<file path="config.mk">
export PLATFORM = sky130hd
export DESIGN_NAME = framed_command_arm_fire_parser
export DESIGN_NICKNAME = d
export VERILOG_FILES = /design/src/sv/fcafp_pkg.sv /design/src/sv/fcafp_exec.sv /design/src/sv/framed_command_arm_fire_parser.sv
export SDC_FILE = /design/constraint.sdc
export NUM_CORES = 1
export LEC_CHECK = 0
export ABC_AREA = 1
export BUFFER_PORTS_ARGS = -buffer_cell sky130_fd_sc_hd__buf_2
export CAP_MARGIN = 30
export CORE_MARGIN = 2
export CORE_UTILIZATION = 40
export DETAILED_ROUTE_END_ITERATION = 8
export PLACE_DENSITY_LB_ADDON = 0.08
export SYNTH_ARGS = -nofsm -noshare
export SYNTH_HDL_FRONTEND = slang
export SYNTH_SLANG_ARGS = --single-unit
export TNS_END_PERCENT = 1
</file>
<file path="constraint.sdc">
create_clock -name clk_i -period 2.25 [get_ports clk_i]
set_input_delay 0.3375 -clock clk_i [delete_from_list [all_inputs] [get_ports clk_i]]
set_output_delay 0.3375 -clock clk_i [all_outputs]
set_load 0.02 [all_outputs]
</file>
<file path="src/sv/fcafp_pkg.sv">
// Shared types and constants for the framed command arm/fire parser.
package fcafp_pkg;

  // Frame parser phases.
  typedef enum logic [1:0] {
    PH_IDLE   = 2'd0,
    PH_LENGTH = 2'd1,
    PH_DATA   = 2'd2,
    PH_CHECK  = 2'd3
  } phase_e;

  // Configuration register indexes.
  typedef enum logic [1:0] {
    REG_CODE_WAKEUP = 2'd0,
    REG_CODE_ARM    = 2'd1,
    REG_CODE_DISARM = 2'd2,
    REG_CODE_FIRE   = 2'd3
  } reg_idx_e;

  localparam logic [7:0]  SYNC_BYTE   = 8'h41;
  localparam logic [3:0]  LEN_MASK    = 4'hf;
  localparam logic [10:0] PULSE_HIGH  = 11'd2000;
  localparam logic [10:0] PULSE_LOW   = 11'd1000;
  localparam logic [10:0] PULSE_OFF   = 11'd0;
  localparam logic [13:0] FLASH_SHORT = 14'd500;
  localparam logic [13:0] FLASH_LONG  = 14'd10000;
  localparam logic [1:0]  MASK_BLUE   = 2'b01;
  localparam logic [1:0]  MASK_AMBER  = 2'b10;

  // Command codes held in the configuration registers.
  typedef struct packed {
    logic [7:0] wakeup;
    logic [7:0] arm;
    logic [7:0] disarm;
    logic [7:0] fire;
  } codes_t;

  // Effect of one executed command.
  typedef struct packed {
    logic        servo_write;
    logic [10:0] servo_main;
    logic [10:0] servo_igniter;
    logic        led_request;
    logic [1:0]  led_mask;
    logic [13:0] led_time;
    logic        armed;
    logic        fired;
  } effect_t;

endpackage

</file>
<file path="src/sv/fcafp_exec.sv">
// Command decoder: maps a stored command and the flags to servo, LED and flag effects.
module fcafp_exec (
  input  logic [7:0]        cmd_i,
  input  fcafp_pkg::codes_t codes_i,
  input  logic              armed_i,
  input  logic              fired_i,
  output fcafp_pkg::effect_t effect_o
);

  // First matching code wins, in the order wakeup, arm, disarm, fire.
  always_comb begin
    effect_o               = '0;
    effect_o.armed         = armed_i;
    effect_o.fired         = fired_i;
    if (cmd_i == codes_i.wakeup) begin
      effect_o.led_request = 1'b1;
      effect_o.led_mask    = fcafp_pkg::MASK_AMBER;
      effect_o.led_time    = fcafp_pkg::FLASH_SHORT;
    end else if (cmd_i == codes_i.arm) begin
      if (!fired_i) begin
        effect_o.servo_write   = 1'b1;
        effect_o.servo_main    = fcafp_pkg::PULSE_HIGH;
        effect_o.servo_igniter = fcafp_pkg::PULSE_LOW;
        effect_o.led_request   = 1'b1;
        effect_o.led_mask      = fcafp_pkg::MASK_BLUE | fcafp_pkg::MASK_AMBER;
        effect_o.led_time      = fcafp_pkg::FLASH_SHORT;
      end
      effect_o.armed = 1'b1;
    end else if (cmd_i == codes_i.disarm) begin
      if (!fired_i) begin
        effect_o.servo_write   = 1'b1;
        effect_o.servo_main    = fcafp_pkg::PULSE_OFF;
        effect_o.servo_igniter = fcafp_pkg::PULSE_OFF;
        effect_o.led_request   = 1'b1;
        effect_o.led_mask      = fcafp_pkg::MASK_BLUE;
        effect_o.led_time      = fcafp_pkg::FLASH_SHORT;
      end
      effect_o.armed = 1'b0;
    end else if (cmd_i == codes_i.fire) begin
      if (armed_i) begin
        effect_o.servo_write   = 1'b1;
        effect_o.servo_main    = fcafp_pkg::PULSE_LOW;
        effect_o.servo_igniter = fcafp_pkg::PULSE_HIGH;
        effect_o.led_request   = 1'b1;
        effect_o.led_mask      = fcafp_pkg::MASK_BLUE;
        effect_o.led_time      = fcafp_pkg::FLASH_LONG;
        effect_o.fired         = 1'b1;
        effect_o.armed         = 1'b0;
      end
    end
  end

endmodule

</file>
<file path="src/sv/framed_command_arm_fire_parser.sv">
// Top level of the framed command parser with arm/fire servo control.
// The result for a byte is registered and appears on the output in the cycle after the byte is accepted.
// One byte per cycle unless out_ready_i stalls; the sole output register refills as it drains.
// The per-byte parse and command decode is one shallow combinational pass into that register.
// Reset clears the parser phase, counters, flags and output valid, and loads the default codes.
module framed_command_arm_fire_parser (
  input  logic        clk_i,
  input  logic        rst_ni,
  // Configuration write port
  input  logic        cfg_we_i,
  input  logic [1:0]  cfg_idx_i,
  input  logic [7:0]  cfg_wdata_i,
  // Input byte channel
  input  logic        in_valid_i,
  output logic        in_ready_o,
  input  logic [7:0]  rx_byte_i,
  // Result channel
  output logic        out_valid_o,
  input  logic        out_ready_i,
  output logic        servo_write_o,
  output logic [10:0] servo_main_o,
  output logic [10:0] servo_igniter_o,
  output logic        led_request_o,
  output logic [1:0]  led_mask_o,
  output logic [13:0] led_time_o,
  output logic        frame_accepted_o,
  output logic        armed_now_o,
  output logic        fired_now_o
);

  fcafp_pkg::codes_t  codes_q;
  fcafp_pkg::phase_e  phase_q, phase_d;
  logic [3:0]         len_q, len_d;
  logic [3:0]         seen_q, seen_d;
  logic [7:0]         cmd_q, cmd_d;
  logic               armed_q, armed_d;
  logic               fired_q, fired_d;
  logic               accept;

  fcafp_pkg::effect_t exec_eff;
  fcafp_pkg::effect_t res_d, res_q;
  logic               acc_d, acc_q;
  logic               out_valid_q;

  assign accept     = in_valid_i && in_ready_o;
  assign in_ready_o = !out_valid_q || out_ready_i;

  // Configuration registers.
  always_ff @(posedge clk_i or negedge rst_ni) begin
    if (!rst_ni) begin
      codes_q.wakeup <= 8'd0;
      codes_q.arm    <= 8'd1;
      codes_q.disarm <= 8'd2;
      codes_q.fire   <= 8'd3;
    end else if (cfg_we_i) begin
      case (cfg_idx_i)
        fcafp_pkg::REG_CODE_WAKEUP: codes_q.wakeup <= cfg_wdata_i;
        fcafp_pkg::REG_CODE_ARM:    codes_q.arm    <= cfg_wdata_i;
        fcafp_pkg::REG_CODE_DISARM: codes_q.disarm <= cfg_wdata_i;
        fcafp_pkg::REG_CODE_FIRE:   codes_q.fire   <= cfg_wdata_i;
        default: ;
      endcase
    end
  end

  // Command decode from the stored command byte.
  fcafp_exec u_exec (
    .cmd_i    (cmd_q),
    .codes_i  (codes_q),
    .armed_i  (armed_q),
    .fired_i  (fired_q),
    .effect_o (exec_eff)
  );

  // Next parser state and the result for the current byte.
  always_comb begin
    phase_d = phase_q;
    len_d   = len_q;
    seen_d  = seen_q;
    cmd_d   = cmd_q;
    armed_d = armed_q;
    fired_d = fired_q;
    acc_d   = 1'b0;
    res_d   = '0;
    case (phase_q)
      fcafp_pkg::PH_IDLE: begin
        if (rx_byte_i == fcafp_pkg::SYNC_BYTE) begin
          phase_d = fcafp_pkg::PH_LENGTH;
        end
      end
      fcafp_pkg::PH_LENGTH: begin
        len_d   = rx_byte_i[3:0] & fcafp_pkg::LEN_MASK;
        seen_d  = 4'd0;
        phase_d = (len_d == 4'd0) ? fcafp_pkg::PH_CHECK : fcafp_pkg::PH_DATA;
      end
      fcafp_pkg::PH_DATA: begin
        if (seen_q == 4'd0) begin
          cmd_d = rx_byte_i;
        end
        seen_d = seen_q + 4'd1;
        if (seen_d == len_q) begin
          phase_d = fcafp_pkg::PH_CHECK;
        end
      end
      fcafp_pkg::PH_CHECK: begin
        phase_d = fcafp_pkg::PH_IDLE;
        if (rx_byte_i == 8'd0) begin
          acc_d = 1'b1;
          if (seen_q != 4'd0) begin
            res_d   = exec_eff;
            armed_d = exec_eff.armed;
            fired_d = exec_eff.fired;
          end
        end
      end
      default: phase_d = fcafp_pkg::PH_IDLE;
    endcase
    res_d.armed = armed_d;
    res_d.fired = fired_d;
  end

  // Parser state, advanced on each accepted byte.
  always_ff @(posedge clk_i or negedge rst_ni) begin
    if (!rst_ni) begin
      phase_q <= fcafp_pkg::PH_IDLE;
      len_q   <= 4'd0;
      seen_q  <= 4'd0;
      armed_q <= 1'b0;
      fired_q <= 1'b0;
    end else if (accept) begin
      phase_q <= phase_d;
      len_q   <= len_d;
      seen_q  <= seen_d;
      armed_q <= armed_d;
      fired_q <= fired_d;
    end
  end

  // Command byte holds only payload and needs no reset.
  always_ff @(posedge clk_i) begin
    if (accept) begin
      cmd_q <= cmd_d;
    end
  end

  // Output register valid flag.
  always_ff @(posedge clk_i or negedge rst_ni) begin
    if (!rst_ni) begin
      out_valid_q <= 1'b0;
    end else if (accept) begin
      out_valid_q <= 1'b1;
    end else if (out_ready_i) begin
      out_valid_q <= 1'b0;
    end
  end

  // Output register payload.
  always_ff @(posedge clk_i) begin
    if (accept) begin
      res_q <= res_d;
      acc_q <= acc_d;
    end
  end

  assign out_valid_o      = out_valid_q;
  assign servo_write_o    = res_q.servo_write;
  assign servo_main_o     = res_q.servo_main;
  assign servo_igniter_o  = res_q.servo_igniter;
  assign led_request_o    = res_q.led_request;
  assign led_mask_o       = res_q.led_mask;
  assign led_time_o       = res_q.led_time;
  assign frame_accepted_o = acc_q;
  assign armed_now_o      = res_q.armed;
  assign fired_now_o      = res_q.fired;

endmodule
</file>
After elaboration in Yosys (flattened, before gate mapping). Index checks and enable logic that the tools add are counted.

Reductions and logical operators: 21. Bitwise logic cells: 3. Add/subtract/negate cells: 1. Mux-type cells: 25. Eq/ne operators: 14.

Operators with widths (number): $mux W42 (3); $mux W41 (2); $mux W40 (2); $eq A8 B8 Y1 (4); $mux W17 (1); $mux W1 (12); $reduce_and A2 Y1 (6); $reduce_and A3 Y1 (3); $eq A2 B2 Y1 const B (4); $eq A8 B7 Y1 const B (1); $logic_not A4 Y1 (2); $logic_not A8 Y1 (1); $pmux W2 S4 (1); $pmux W4 S2 (1); $mux W2 (3); $add A4 B1 Y4 const B (1); $eq A2 B1 Y1 const B (2); $eq A4 B4 Y1 (1); $logic_not A2 Y1 (2); $ne A2 B2 Y1 const B (2); $reduce_bool A2 Y1 (2); $reduce_bool A4 Y1 (1); $reduce_or A4 Y1 (1); $not A1 Y1 (3); other kinds (3) (3).

Output and inout port bits: 45. Register bits: 96. Logic and storage cells: 86. Bits of input ports: 23.

Depth between registers and ports, before layout. Gate-level depths: netlist (run 1).

Word-level depth: 9. Depth in mapped cells: 13. Mapped depth without buffers: 12.

Hierarchy. From an unflattened synthesis (run 1), not the netlist that was laid out.

Cell total of the unflattened synthesis: 564. Area total of the unflattened synthesis: 4951.0 µm².

By module, submodules not included: framed_command_arm_fire_parser (cells an instance 364, times used 1, area each 3935.0 µm², sequential area each 2662.6 µm²); fcafp_exec (cells an instance 200, times used 1, area each 1016.0 µm², sequential area each 0.0 µm²).

Worst setup path before layout (run 1). Ideal clock, no wire load.

Path type: flip-flop to flip-flop. Start point: register out_valid_q (netlist: out_valid_o). End point: register cmd_q[0], enable pin. Cell stages (with the launch flop): 4. Path buffers: 0. Setup time: 0.383 ns. Arrival time: 1.453 ns. Setup slack: 0.413 ns. Data required time: 1.867 ns. Cells stage by stage: dfrtp_1 nand2_1 nand2_1 nor3_1.

Cells in the longest elaborated chain, start to end: 4.

RTL lines: from (decl) (RTL line framed_command_arm_fire_parser.sv:43) `logic out_valid_q;`; from (signal assigned) (RTL line framed_command_arm_fire_parser.sv:149) `out_valid_q <= 1'b0;`; from (signal assigned) (RTL line framed_command_arm_fire_parser.sv:151) `out_valid_q <= 1'b1;`; from (signal assigned) (RTL line framed_command_arm_fire_parser.sv:153) `out_valid_q <= 1'b0;`; $logic_not A1 Y1 (RTL line framed_command_arm_fire_parser.sv:46) `assign in_ready_o = !out_valid_q || out_ready_i;`; $logic_or A1 B1 Y1 (RTL line framed_command_arm_fire_parser.sv:46); net in_ready_o (RTL line framed_command_arm_fire_parser.sv:15) `output logic in_ready_o,`; $logic_and A1 B1 Y1 (RTL line framed_command_arm_fire_parser.sv:45) `assign accept = in_valid_i && in_ready_o;`; $reduce_and A3 Y1 (no source line); to (signal assigned) (RTL line framed_command_arm_fire_parser.sv:142) `cmd_q <= cmd_d;`; to (decl) (RTL line framed_command_arm_fire_parser.sv:35) `logic [7:0] cmd_q, cmd_d;`.

The timed path passes the listed nets, and every way through them passes these cells. A chain may end at the register's enable or synchronous reset.

Worst setup path in the final report (run 1).
Start point: register seen_q[0]. End point: register phase_q[0].

Cells in the longest elaborated chain, start to end: 4.

RTL lines: from (decl) (RTL line framed_command_arm_fire_parser.sv:34) `logic [3:0] seen_q, seen_d;`; from (signal assigned) (RTL line framed_command_arm_fire_parser.sv:133) `seen_q <= seen_d;`; $add A4 B1 Y4 (RTL line framed_command_arm_fire_parser.sv:100) `seen_d = seen_q + 4'd1;`; $eq A4 B4 Y1 (RTL line framed_command_arm_fire_parser.sv:101) `if (seen_d == len_q) begin`; $ne A2 B2 Y1 (no source line); $reduce_and A3 Y1 (no source line); to (signal assigned) (RTL line framed_command_arm_fire_parser.sv:125) `phase_q <= fcafp_pkg::PH_IDLE;`; to (signal assigned) (RTL line framed_command_arm_fire_parser.sv:131) `phase_q <= phase_d;`; to (decl) (RTL line framed_command_arm_fire_parser.sv:32) `fcafp_pkg::phase_e phase_q, phase_d;`.

Every way passes these cells.

==> impl_metrics.csv, run 1 <==
group,metric,value,unit
status,outcome,"finished, violations left",
status,violations,"hold timing",
layout,nNetsFinal,465,
setup_path,crit_chain,"inv_1 > ha_1 > xnor2_1 > nand3_1 > nor2_1 > nand3_1 > nand2_1 > nand2_1 > nand2_1 > nand2_1",
layout,syn_to_final_growth,11.3,%
layout,diodes,0,
yosys,synthFlopType,"dfrtp_1",
cts,clk_pin_slew_worst_paths,0.07,ns
cts,cts_buffers,9,
sta,grt_setup_unrepaired,"no",
layout,fin_util,45.9,%
yosys,synth_compound_area_share,7.39,%
setup_path,endpoint_kind,"flip-flop",
yosys,syn_inst,395,
floorplanning,start_util,41.2,%
yosys,synth-xor-area-share,5.72,%
power_and_ir_drop,clkPwrFrac,28.4,%
route,wl,6530,microns
floorplanning,rows,33,
cts,numClockSinks,63,
placed_design,port-buffer-count,56,
yosys,synth_adder_area_share,2.60,%
sta,setup_tns,0,ns
power_and_ir_drop,power.density,860,mW/mm^2
cts,cts_buffer_depth,2,
yosys,ys_seq_elements,63,
sta,hold_viol_final,18,
yosys,synthArstFlopShare,71.4,%
power_and_ir_drop,p_seq_share,47.9,%
cts,cts_tree,"built",
setup_path,cpMaxStageDelayCell,"dfrtp_1",
global_routing,globalRouteOverflowTotal,0,
placed_design,place_hpwl,4920,microns
yosys,ys_seq_area_share,49.6,%
run,max_cap_violations,0,
route,drt-initial-drc-count,74,
route,vias,2413,
setup_path,crit_required,2.49,ns
layout,num-fill-cells,825,
hold_path,hold_path.class,"in2async",
sta,finClkSkew,0.00724,ns
sta,relSlewSlack,57.3,%
yosys,avgSynthCellArea,8.53,sq um
floorplanning,num_io_pins,68,
floorplanning,die_area,0.00917,sq mm
sta,min_period_over_period,72.6,%
yosys,synth_edf_count,18,
yosys,syn_area,0.00337,sq mm
setup_path,start_kind,"flip-flop",
sta,finalCriticalPeriod,1.63,ns
placed_design,gp_congestion,0.790,
layout,drive_above_1_share,20.7,%
power_and_ir_drop,p_int,2190,uW
cts,insertion_delay,0.34,ns
global_routing,antenna_found_initial,0,
setup_path,cpMostUsedCell,"nand2_1",
floorplanning,fp.dieH,95.8,microns
route,avgRoutedWirePerCell,12.0,microns
sta,whs,-0.0154,ns
route,ant_nets,0,
cts,ctsHoldBuffers,0,
sta,setup_viol,0,
global_routing,grt_pass1_wl,10700,microns
floorplanning,core,0.00818,sq mm
sta,slew_viol_final,0,
power_and_ir_drop,ir_drop,0.429,mV
global_routing,grtUsageTotal,15.8,%
route,drtPass1Iterations,4,
yosys,synthMuxAreaShare,0.334,%
setup_path,cp_max_fo,4,
sta,worst_slew_pin_slew,0.639,ns
setup_path,critical_path_arrival,1.87,ns
global_routing,first_global_vias,2165,
layout,multi_input_area,0.00125,sq mm
yosys,synth.distinct_cells,30,
yosys,synth_top_family_by_area,"simple AND/OR/NAND/NOR gates",
setup_path,path_class,"reg2reg",
layout,final_area,0.00375,sq mm
cts,cts.repair.resized,0,
route,viasPerCell,4.43,
route,drcViolationCount,0,
global_routing,grt_max_degree,24,
sta,fmax,612,MHz
setup_path,max_stage_delay,0.41,ns
placed_design,place_area,0.00357,sq mm
cts,cts_root_buf,"clkbuf_8",
power_and_ir_drop,comb_power_share,23.8,%
cts,cts_setup_buffers,0,
yosys,synth_simple_gate_area_share,19.9,%
cts,h-tree-depth,3,
yosys,ys_warn_count,0,
layout,seq_area,0.00167,sq mm
power_and_ir_drop,leakagePower,0.00185,uW
floorplanning,die_width,95.8,microns
power_and_ir_drop,power_switching,1040,uW
power_and_ir_drop,switching_share,32.2,%
[critical path: cells and delay by family (launching register included)]
family | cells | cell delay, ns
buf+inv | 1 | 0.09
flops | 1 | 0.41
fa+ha+maj | 1 | 0.33
simple gates | 7 | 0.53
xor+xnor | 1 | 0.16
[synthesized netlist by cell type (all sizes together) (2+ instances only)]
library cell | number | share of area [%]
nand2 | 117 | 13
inv | 53 | 5.9
dfrtp | 41 | 30
o21ai | 39 | 5.8
buf | 36 | 8.0
nor2 | 26 | 3.6
xnor2 | 20 | 5.2
edfxtp | 18 | 16
nand3 | 13 | 2.2
ha | 7 | 2.6
a21oi | 6 | 0.89
clkbuf | 4 | 0.45
dfstp | 4 | 3.1
nand4 | 2 | 0.56
o22ai | 2 | 0.37
xor2 | 2 | 0.52
[sequential cells by signal (all words and copies together), names as in the netlist]
register	cells
fired_q	1
armed_q	1
led_mask_o	1
codes_q	32
led_time_o	2
servo_write_o	1
servo_main_o	3
len_q	4
phase_q	2
seen_q	4
out_valid_o	1
cmd_q	8
armed_now_o	1
fired_now_o	1
frame_accepted_o	1
[layout by cell type (no fill, tap or decap), types with 3 or more instances in the layout]
| cell | n |
|---|---|
| xnor2_1 | 20 |
| inv_2 | 3 |
| conb_1 | 11 |
| nand2_1 | 115 |
| dfstp_2 | 4 |
| nor2_2 | 3 |
| nor2_1 | 21 |
| clkbuf_8 | 12 |
| ha_1 | 7 |
| buf_2 | 56 |
| clkbuf_1 | 3 |
| dfrtp_1 | 41 |
| inv_1 | 50 |
| o21ai_0 | 37 |
| nand3_1 | 11 |
| edfxtp_1 | 18 |
| a21oi_1 | 6 |
[final timing paths]
| path | cells after the start | endpoint | slack, ns | from |
|---|---|---|---|---|
| min in group clk_i | 1 | cmd_q[6]$_DFFE_PP_ | 0.20 | rx_byte_i[6] |
| hold reg to reg | 2 | codes_q[16]$_DFFE_PN1P_ | 0.50 | codes_q[16]$_DFFE_PN1P_ |
| setup / recovery | 10 | phase_q[0]$_DFFE_PN0P_ | 0.62 | seen_q[0]$_DFFE_PN0P_ |
| max in group asynchronous | 2 | out_valid_o$_DFFE_PN0P_ | 1.75 | rst_ni |
| hold / removal | 1 | codes_q[24]$_DFFE_PN0P_ | -0.02 | rst_ni |
| setup reg to reg | 10 | phase_q[0]$_DFFE_PN0P_ | 0.62 | seen_q[0]$_DFFE_PN0P_ |
[cell families after synthesis]
kind of cell / count (synthesis)
compound gates: 48
mux: 1
simple gates: 160
other cells: 1
buf+inv: 93
flops: 63
fa+ha+maj: 7
xor+xnor: 22
[metrics by stage]
step | hold slack (ns) | setup slack (ns) | std cells | total power (uW)
finish | -0.0154 | 0.616 | 545 | 3230
global route | 0.0360 | 0.423 | 545 | 3450
CTS | 0.00858 | 0.612 | 545 | 3260
detailed placement | 0.374 | 0.615 | 529 | 2340
global placement | 0.371 | 0.623 | 529 | 2340
floorplan | 0.0419 | 0.413 | 405 | 2160
[metal layers]
layer | GRT usage (%) | part of all wire, % | up-vias
met5 | 0 | 0 | -
met4 | 7.14 | 1.8 | 0
met3 | 3.05 | 4.3 | 11
met2 | 23.2 | 43 | 62
met1 | 22.6 | 51 | 1077
li1 | - | - | 1263
[power by group through the flow]
stage | registers [uW] | logic, uW | clock network [uW]
3_5_place_dp | 1570 | 772 | 0
2_1_floorplan | 1530 | 622 | 0
4_1_cts | 1550 | 775 | 933
3_3_place_gp | 1570 | 768 | 0
5_1_grt | 1580 | 889 | 985
6_report | 1540 | 766 | 915
[final cells by class]
type	instances	area share, %
clock inverter	1	0.133
tap	105	3.50
inverter	53	5.31
sequential	63	44.6
timing repair buffer	59	8.41
clock buffer	15	4.70
multi-input combinational	249	33.4
Power figures use the tool's default switching activity.
==> run 2, diff against run 1 <==
Settings changed: ABC_AREA 1 to 0.
Clock period 2.25 ns to 1.65 ns, I/O delays scaled along.
==> impl_metrics.csv, run 2 <==
group,metric,value,unit
status,outcome,"finished, violations left",
status,violations,"setup timing",
route,wl,6570,microns
yosys,synthArstFlopShare,71.4,%
route,ant_nets,0,
layout,drive_above_1_share,50.7,%
global_routing,grtUsageTotal,16.1,%
cts,cts_buffers,9,
cts,cts_tree,"built",
cts,insertion_delay,0.34,ns
global_routing,grt_max_degree,46,
route,drtPass1Iterations,4,
layout,diodes,0,
power_and_ir_drop,power.density,1190,mW/mm^2
placed_design,place_area,0.00376,sq mm
floorplanning,core,0.00777,sq mm
yosys,yosys-top-cells-count,"41 x dfrtp_1, 36 x mux2_2, 33 x buf_4",
layout,largest_reg_flops,32,
sta,finClkSkew,0.00846,ns
cts,cts_root_buf,"clkbuf_8",
floorplanning,num_io_pins,68,
yosys,ys_seq_area_share,51.7,%
setup_path,cp.buffers_inverters,1,
floorplanning,die_area,0.00881,sq mm
route,vias,2154,
layout,multi_input_area,0.00142,sq mm
yosys,synth.distinct_cells,41,
cts,h-tree-depth,3,
yosys,ys_seq_elements,63,
setup_path,crit_required,1.73,ns
placed_design,place_hpwl,4930,microns
yosys,yosys.area.top_type_share,31.7,%
floorplanning,fp.dieH,93.9,microns
layout,num-fill-cells,712,
sta,setup_viol,13,
yosys,syn_area,0.00323,sq mm
route,drt-initial-drc-count,44,
layout,syn_to_final_growth,27.5,%
sta,fmax,542,MHz
setup_path,max_stage_delay,0.42,ns
sta,setup_slack,-0.194,ns
global_routing,first_global_vias,2113,
sta,slew_viol_final,0,
layout,nNetsFinal,378,
route,viasPerCell,4.73,
sta,grt_setup_unrepaired,"yes",
power_and_ir_drop,leakagePower,0.00179,uW
cts,numClockSinks,63,
layout,fin_util,53.1,%
setup_path,cp_max_fo,3,
yosys,ys_warn_count,0,
yosys,synth_edf_count,18,
yosys,yosysMostFrequentCell,"dfrtp_1",
cts,cts_buffer_depth,2,
yosys,synthFlopType,"dfrtp_1",
yosys,avgSynthCellArea,12.5,sq um
sta,min_period_over_period,112,%
hold_path,hold_path.class,"in2reg",
yosys,yosys.area.top_type,"dfrtp_1",
floorplanning,die_width,93.9,microns
global_routing,antenna_found_initial,0,
floorplanning,start_util,41.6,%
layout,seq_area,0.00167,sq mm
layout,layout_common_cells,"56 x buf_2, 41 x dfrtp_1, 40 x buf_4",
yosys,synthTopCellsByArea,"dfrtp_1 32%, edfxtp_1 17%, mux2_2 13%",
placed_design,port-buffer-count,56,
layout,top_register,"codes_q",
setup_path,path_class,"reg2reg",
global_routing,globalRouteOverflowTotal,0,
floorplanning,rows,32,
cts,clk_pin_slew_worst_paths,0.07,ns
setup_path,critPathTopFamily,"simple AND/OR/NAND/NOR gates",
run,max_cap_violations,0,
layout,layout_commonest_cell,"buf_2",
setup_path,endpoint_kind,"flip-flop",
sta,hold_viol_final,0,
setup_path,crit_chain,"inv_1 > ha_2 > nor3b_2 > or4_4 > o21bai_4 > a21oi_4 > o32ai_2",
setup_path,cpMaxStageDelayCell,"or4_4",
layout,largest_registers,"codes_q (32), cmd_q (8)",
sta,whs,0.112,ns
layout,final_area,0.00412,sq mm
placed_design,gp_congestion,0.810,
sta,finalCriticalPeriod,1.84,ns
route,avgRoutedWirePerCell,14.4,microns
power_and_ir_drop,ir_drop,0.723,mV
global_routing,grt_pass1_wl,10500,microns
setup_path,start_kind,"flip-flop",
yosys,syn_inst,259,
route,drcViolationCount,0,
setup_path,critical_path_arrival,1.92,ns
==> run 2: cell count changes in the layout (fill, tap and decap cells not counted), sizes merged, moves of 4 or more <==
cell   change
xor2      +16
inv       -45
nor2      -21
o21ai     -33
mux2      +35
nand4      +4
nand2    -107
nand3     -10
buf       +42
==> run 2: report_power, final <==
part | switching [uW] | internal (uW)
Clock | 582 | 888
Sequential | 186 | 1890
Combinational | 651 | 687
==> run 2: stage by stage <==
step | worst slack [ns] | instances | power [uW] | TNS (ns)
floorplan | -0.313 | 269 | 2930 | -4.36
global placement | -0.348 | 435 | 3350 | -3.37
detailed placement | -0.396 | 435 | 3360 | -3.69
CTS | -0.206 | 455 | 4930 | -2.10
global route | -0.297 | 455 | 5160 | -3.07
finish | -0.194 | 455 | 4890 | -1.94
==> run 2: cell families (layout without fill, tap and decap cells) <==
group           Yosys count  count (layout)  synth area share (%)
flops                    63              63                  51.7
other cells               1              11                 0.116
fa+ha+maj                 7               7                  2.71
mux                      36              36                  12.5
simple gates             48              48                  8.60
xor+xnor                 38              38                  10.3
buf+inv                  42             126                  8.71
compound gates           24              24                  5.30
==> run 2: cell type report <==
| type | instances | area share (%) |
|---|---|---|
| Multi-Input combinational cell | 164 | 34.5 |
| Clock inverter | 4 | 1.70 |
| Inverter | 8 | 0.729 |
| Sequential cell | 63 | 40.6 |
| Timing Repair Buffer | 102 | 15.9 |
| Tap cell | 102 | 3.10 |
| Clock buffer | 12 | 3.52 |
==> run 2: path summary, 6_finish.rpt <==
check / startpoint / to / slack, ns / cells past startpoint
worst max-delay path: seen_q[1]$_DFFE_PN0P_ / armed_now_o$_DFFE_PP_ / -0.19 / 7
worst min-delay path: in_valid_i / out_valid_o$_DFFE_PN0P_ / 0.11 / 2
worst max register to register: seen_q[1]$_DFFE_PN0P_ / armed_now_o$_DFFE_PP_ / -0.19 / 7
worst min register to register: armed_q$_DFFE_PN0P_ / armed_q$_DFFE_PN0P_ / 0.49 / 2
max in group asynchronous: rst_ni / codes_q[16]$_DFFE_PN1P_ / 0.94 / 3
min in group asynchronous: rst_ni / phase_q[1]$_DFFE_PN0P_ / 0.40 / 3
==> run 2: worst register-to-register path: cells and delay by family, from the launching register on <==
| family | cells | cell delay (ns) |
|---|---|---|
| buffers and inverters | 1 | 0.05 |
| adders and majority gates | 1 | 0.16 |
| DFF | 1 | 0.35 |
| AOI/OAI and AO/OA | 3 | 0.44 |
| and+or+nand+nor | 2 | 0.59 |
==> run 2: layer usage <==
layer	wire (microns)	vias up	share of wire (%)	GRT usage [%]
met5	0	-	0	0
met4	108	0	1.6	7.97
met3	225	8	3.4	2.65
met2	3080	51	47	24.9
met1	3150	1052	48	22.0
li1	-	1043	-	-
==> run 2: timing repair <==
item                                    CTS  global route
setup buffers                             3             0
pin swaps                                14             3
hold buffers                              1             0
hold endpoints to repair                 41             0
gates resized for setup                  18             3
endpoints found under the setup margin   21            14
